`src/sv/vcr_pkg.sv`:
```
package vcr_pkg;

  localparam int LANES = 3;

  typedef logic [LANES-1:0][15:0] chan16_t;
  typedef logic [LANES-1:0][31:0] chan32_t;

  typedef enum logic [2:0] {
    CLS_STATIC_GRAY  = 3'd0,
    CLS_GRAY_SCALE   = 3'd1,
    CLS_STATIC_COLOR = 3'd2,
    CLS_PSEUDO_COLOR = 3'd3,
    CLS_TRUE_COLOR   = 3'd4,
    CLS_DIRECT_COLOR = 3'd5
  } vis_class_t;

  typedef enum logic [2:0] {
    REG_CLASS   = 3'd0,
    REG_BITS    = 3'd1,
    REG_ENTRIES = 3'd2,
    REG_RED_MAX = 3'd3,
    REG_GRN_MAX = 3'd4,
    REG_BLU_MAX = 3'd5
  } reg_idx_t;

  // ceil(2^30 / 100), split into a high and a low part for two narrow products.
  localparam logic [11:0] LUM_RECIP_HI = 12'd2621;
  localparam logic [11:0] LUM_RECIP_LO = 12'd1803;
  localparam logic [15:0] FULL_SCALE   = 16'hFFFF;

endpackage

```
`src/sv/vcr_div.sv`:
```
module vcr_div (
  input  logic                   clk,
  input  logic                   rst_n,
  input  logic                   en,
  input  logic                   in_valid,
  input  vcr_pkg::chan32_t       in_num,
  input  vcr_pkg::chan16_t       in_den,
  output logic                   out_valid,
  output vcr_pkg::chan16_t       out_quo
);

  // Restoring division, one quotient bit per stage. The caller guarantees the
  // quotient fits in 16 bits, so the high half of the dividend is below the
  // divisor and seeds the remainder directly.
  localparam int STEPS = 16;

  logic [STEPS-1:0] v_r;
  vcr_pkg::chan16_t rem_r [STEPS];
  vcr_pkg::chan16_t low_r [STEPS];
  vcr_pkg::chan16_t den_r [STEPS];

  for (genvar s = 0; s < STEPS; s++) begin : g_step
    logic             pv;
    vcr_pkg::chan16_t prem, plow, pden, nrem, nlow;
    logic [vcr_pkg::LANES-1:0][16:0] t;
    logic [vcr_pkg::LANES-1:0]       ge;

    if (s == 0) begin : g_first
      always_comb begin
        pv = in_valid;
        pden = in_den;
        for (int l = 0; l < vcr_pkg::LANES; l++) begin
          prem[l] = in_num[l][31:16];
          plow[l] = in_num[l][15:0];
        end
      end
    end else begin : g_next
      always_comb begin
        pv = v_r[s-1];
        prem = rem_r[s-1];
        plow = low_r[s-1];
        pden = den_r[s-1];
      end
    end

    always_comb begin
      for (int l = 0; l < vcr_pkg::LANES; l++) begin
        t[l] = {prem[l], plow[l][15]};
        ge[l] = t[l] >= {1'b0, pden[l]};
        nrem[l] = ge[l] ? 16'(t[l] - {1'b0, pden[l]}) : t[l][15:0];
        nlow[l] = {plow[l][14:0], ge[l]};
      end
    end

    always_ff @(posedge clk) begin
      if (!rst_n) begin
        v_r[s] <= 1'b0;
      end else if (en) begin
        v_r[s] <= pv;
      end
      if (en) begin
        rem_r[s] <= nrem;
        low_r[s] <= nlow;
        den_r[s] <= pden;
      end
    end
  end

  assign out_valid = v_r[STEPS-1];
  assign out_quo   = low_r[STEPS-1];

endmodule

```
`config.mk`:
```
export PLATFORM = sky130hd
export DESIGN_NAME = vcr_div
export DESIGN_NICKNAME = d
export VERILOG_FILES = /design/src/sv/vcr_pkg.sv /design/src/sv/vcr_div.sv
export SDC_FILE = /design/constraint.sdc
export NUM_CORES = 2
export LEC_CHECK = 0
export ABC_AREA = 0
export ABC_CLOCK_PERIOD_IN_PS = 7300
export BUFFER_PORTS_ARGS = -buffer_cell sky130_fd_sc_hd__buf_2
export CAP_MARGIN = 10
export CORE_AREA = 2 2 432 434
export CTS_CLUSTER_DIAMETER = 60
export DETAILED_ROUTE_END_ITERATION = 8
export DIE_AREA = 0 0 434 436
export PLACE_DENSITY_LB_ADDON = 0.2
export SYNTH_ARGS = -nofsm -noshare
export SYNTH_HDL_FRONTEND = slang
export SYNTH_SLANG_ARGS = --single-unit
```
`constraint.sdc`:
```
create_clock -name clk -period 7.3 [get_ports clk]
set_input_delay 1.46 -clock clk [delete_from_list [all_inputs] [get_ports clk]]
set_output_delay 1.46 -clock clk [all_outputs]
set_load 0.01 [all_outputs]
```
==> metrics.md <==
| Metric | Value |
|---|---|
| Final Max Tran Viols | `0` |
| Initial antenna violation count | `1` |
| Dpl ws | `2640 ps` |
| Pre-Repair DR Iteration Count | `5` |
| Vias per Instance | `5.51` |
| TritonCTS clock tree | `built` |
| Port Buf Inserts | `196` |
| Hold/Removal Path Class | `flip-flop to flip-flop` |
| Clock Sinks | `2224` |
| Row count | `about 160` |
| Nets | `9814` |
| Most frequent cell after synthesis | `edfxtp_1` |
| Setup violators final | `0` |
| Area growth from synthesis to layout | `10.8%` |
| HP Start | `low_r[1][119]$_DFFE_PP_` |
| Post-DR wirelength/cell | `16.3 µm` |
| Cell count after synthesis | `8481` |
| Total GRT Usage | `20.0%` |
| Arr. time, crit path | `roughly 4500 ps` |
| Register bit total from synthesis | `between 2000 and 2500` |
| Final worst path period need | `3910 ps` |
| First-pass GRT wire length | `311000 µm` |
| Antenna Nets Post-Route | `0` |
| Global placement routability congestion | `0.972` |
| Synth top area cells | `edfxtp_1 (60%), ha_1 (8.7%), mux2_2 (4.0%), inv_1 (3.4%), xnor2_1 (2.9%)` |
| Core ar. | `185000 µm²` |
| PostCTS Resize Cnt | `0` |
| R2r startpoint | `rem_r[0][240]$_DFFE_PP_` |
| Non-Filler Instances | `approximately 12000` |
| CP Launch Type | `flip-flop` |
| Crit-path max FO | `32` |
| Worst Tran Pin Value | `1170 ps` |
| Starting Density | `roughly three fifths` |
| Vias in the first global route | `64200` |
| Worst-case vdd ir drop | `0.231 mV` |
| Root Buffer | `clkbuf_16` |
| Inst Count DP | `11100` |
| Initial DRC Count | `3747` |
| Die height | `436 µm` |
| Vias | `63600` |
| Most used flip-flop cell after synthesis | `edfxtp_1` |
| RSZ-0062 raised after global routing | `false` |
| Post-synth EDFFs | `between 2000 and 2500` |
| Syn avg cell area | `approximately 13 µm²` |
| Postcts setup bufs | `0` |
| Post-synth cell types | `82` |
| Post-route DRC | `0` |
| Hold_buf cts | `0` |
| Post-synth top cells | `edfxtp_1 (2208), inv_1 (989), ha_1 (768)` |
| Grt total ovfl | `0` |
| Worst-path clk slew | `around 60 ps` |
| Crit path from | `rem_r[0][240]$_DFFE_PP_` |
| Sequential area share after synthesis | `60.5%` |
| Die footprint | `189000 µm²` |
| Yosys top cell area share | `60.2%` |
| Layout cell share with drive strength beyond 1 | `a little under an eighth` |
| Critical Setup Path Class | `flip-flop to flip-flop` |
| Post-Route WL | `188000 µm` |
| Largest net degree at the start of global routing | `roughly 160` |
| Fin. Hold Viols | `0` |
| WP data required | `7910 ps` |
| Setup TNS | `0 ps` |
| P per Cell Area | `413 nW/µm²` |
| Die X | `around 430 µm` |
| Synth area leader | `edfxtp_1` |
| Dpl cell area | `between 100000 and 150000 µm²` |
| I/O pin count | `~200` |
| Design area | `122000 µm²` |
| Worst-Skew Late Latency | `860 ps` |
| Outcome | `complete, no violations` |
| H-tree levels | `4` |
| Ys async rst share | `0%` |
| Inserted Clock Buffers | `229` |
| PnR Total Power | `50.4 mW` |
| Post-DP HPWL | `136000 µm` |
| Syn_nets | `9442` |
| Lkg Pwr | `roughly 49 nW` |
| Fmax | `0.256 GHz` |
| Yosys warning count | `0` |
| Clock Path Buffers | `3` |
| Clk_skew | `22.8 ps` |
| Fin crit share | `53.6%` |
| Mapped Area | `110000 µm²` |
| CP endpoint kind | `flip-flop` |
| Fin worst setup slack | `roughly 3400 ps` |
| Max cap viols | `0` |
| Slew margin rel. | `22.2%` |
power by group:
group / internal, mW / switching [mW] / total, mW
clock network: 6.94 / 4.80 / 11.7
registers: 18.2 / 1.47 / 19.6
logic: 8.96 / 10.0 / 19.0
critical path, cell delays in order (launching register included):
cell      delay (ps)
edfxtp_1         430
ha_1             350
nor2b_1          150
o31a_1           280
o31a_1           300
o41ai_1          510
o21ai_0          300
o211ai_1         230
a21o_1           680
mux2_2           420
final cells by class:
| class | count | area [µm²] |
|---|---|---|
| Sequential cell | 2224 | 66600 |
| Fill cell | 13100 | 62500 |
| Multi-Input combinational cell | 5163 | 39400 |
| Clock buffer | 269 | 5940 |
| Inverter | 989 | 3710 |
| Tap cell | 2480 | 3100 |
| Clock inverter | 164 | 1810 |
| Timing Repair Buffer | 246 | 1520 |
| Antenna cell | 3 | 7.51 |
per-stage QoR:
step,utilization [%],hold slack (ps)
2_1_floorplan,-,400
3_3_place_gp,61.9,400
3_5_place_dp,61.9,405
4_1_cts,66.1,404
5_1_grt,66.1,408
6_report,66.1,412
layer usage:
layer | vias to the layer above | share of wire, % | track usage [%] | wire, µm
li1 | 32000 | - | - | -
met1 | 29900 | 43 | 24.8 | 80800
met2 | 1223 | 50 | 34.9 | 93400
met3 | 437 | 3.4 | 2.90 | 6390
met4 | 0 | 4.0 | 8.55 | 7550
met5 | - | 0 | 0 | 0
state kept, by name (all words and copies together), names as in the netlist:
name       count
den_r        720
low_r        768
out_valid      1
g_step.pv     15
rem_r        720
path summary, 6_finish.rpt:
check | slack, ps | cells past startpoint | end
worst max register to register | 3390 | 9 | rem_r[0][291]$_DFFE_PP_
worst min-delay path | 410 | 0 | low_r[1][168]$_DFFE_PP_
worst max-delay path | 3390 | 9 | rem_r[0][291]$_DFFE_PP_
worst min register to register | 410 | 0 | low_r[1][168]$_DFFE_PP_
cells in the final DEF, fill, tap and decap left out, types with 109 or more instances in the layout:
cell	netlist	final
nor2b_1	151	151
ha_1	768	768
xnor2_1	361	361
inv_1	989	989
mux2_2	396	396
buf_2	21	195
a21oi_1	527	526
edfxtp_1	2208	2208
o21ai_0	420	420
xor2_1	169	169
a21o_1	210	210
nand2_1	368	368
nor3_1	109	109
nor2_1	476	476
clkbuf_16	0	231
kinds of logic after synthesis:
group                      Yosys count  share of synthesized area, %
xor gates and xnor gates           530                          4.21
DFF                               2224                          60.5
adders and majority gates          813                          9.54
buffers and inverters             1094                          3.81
AOI/OAI and AO/OA                 1755                          10.2
and+or+nand+nor                   1582                          6.96
muxes                              483                          4.84
No activity file was read; power rests on OpenSTA's default activity.
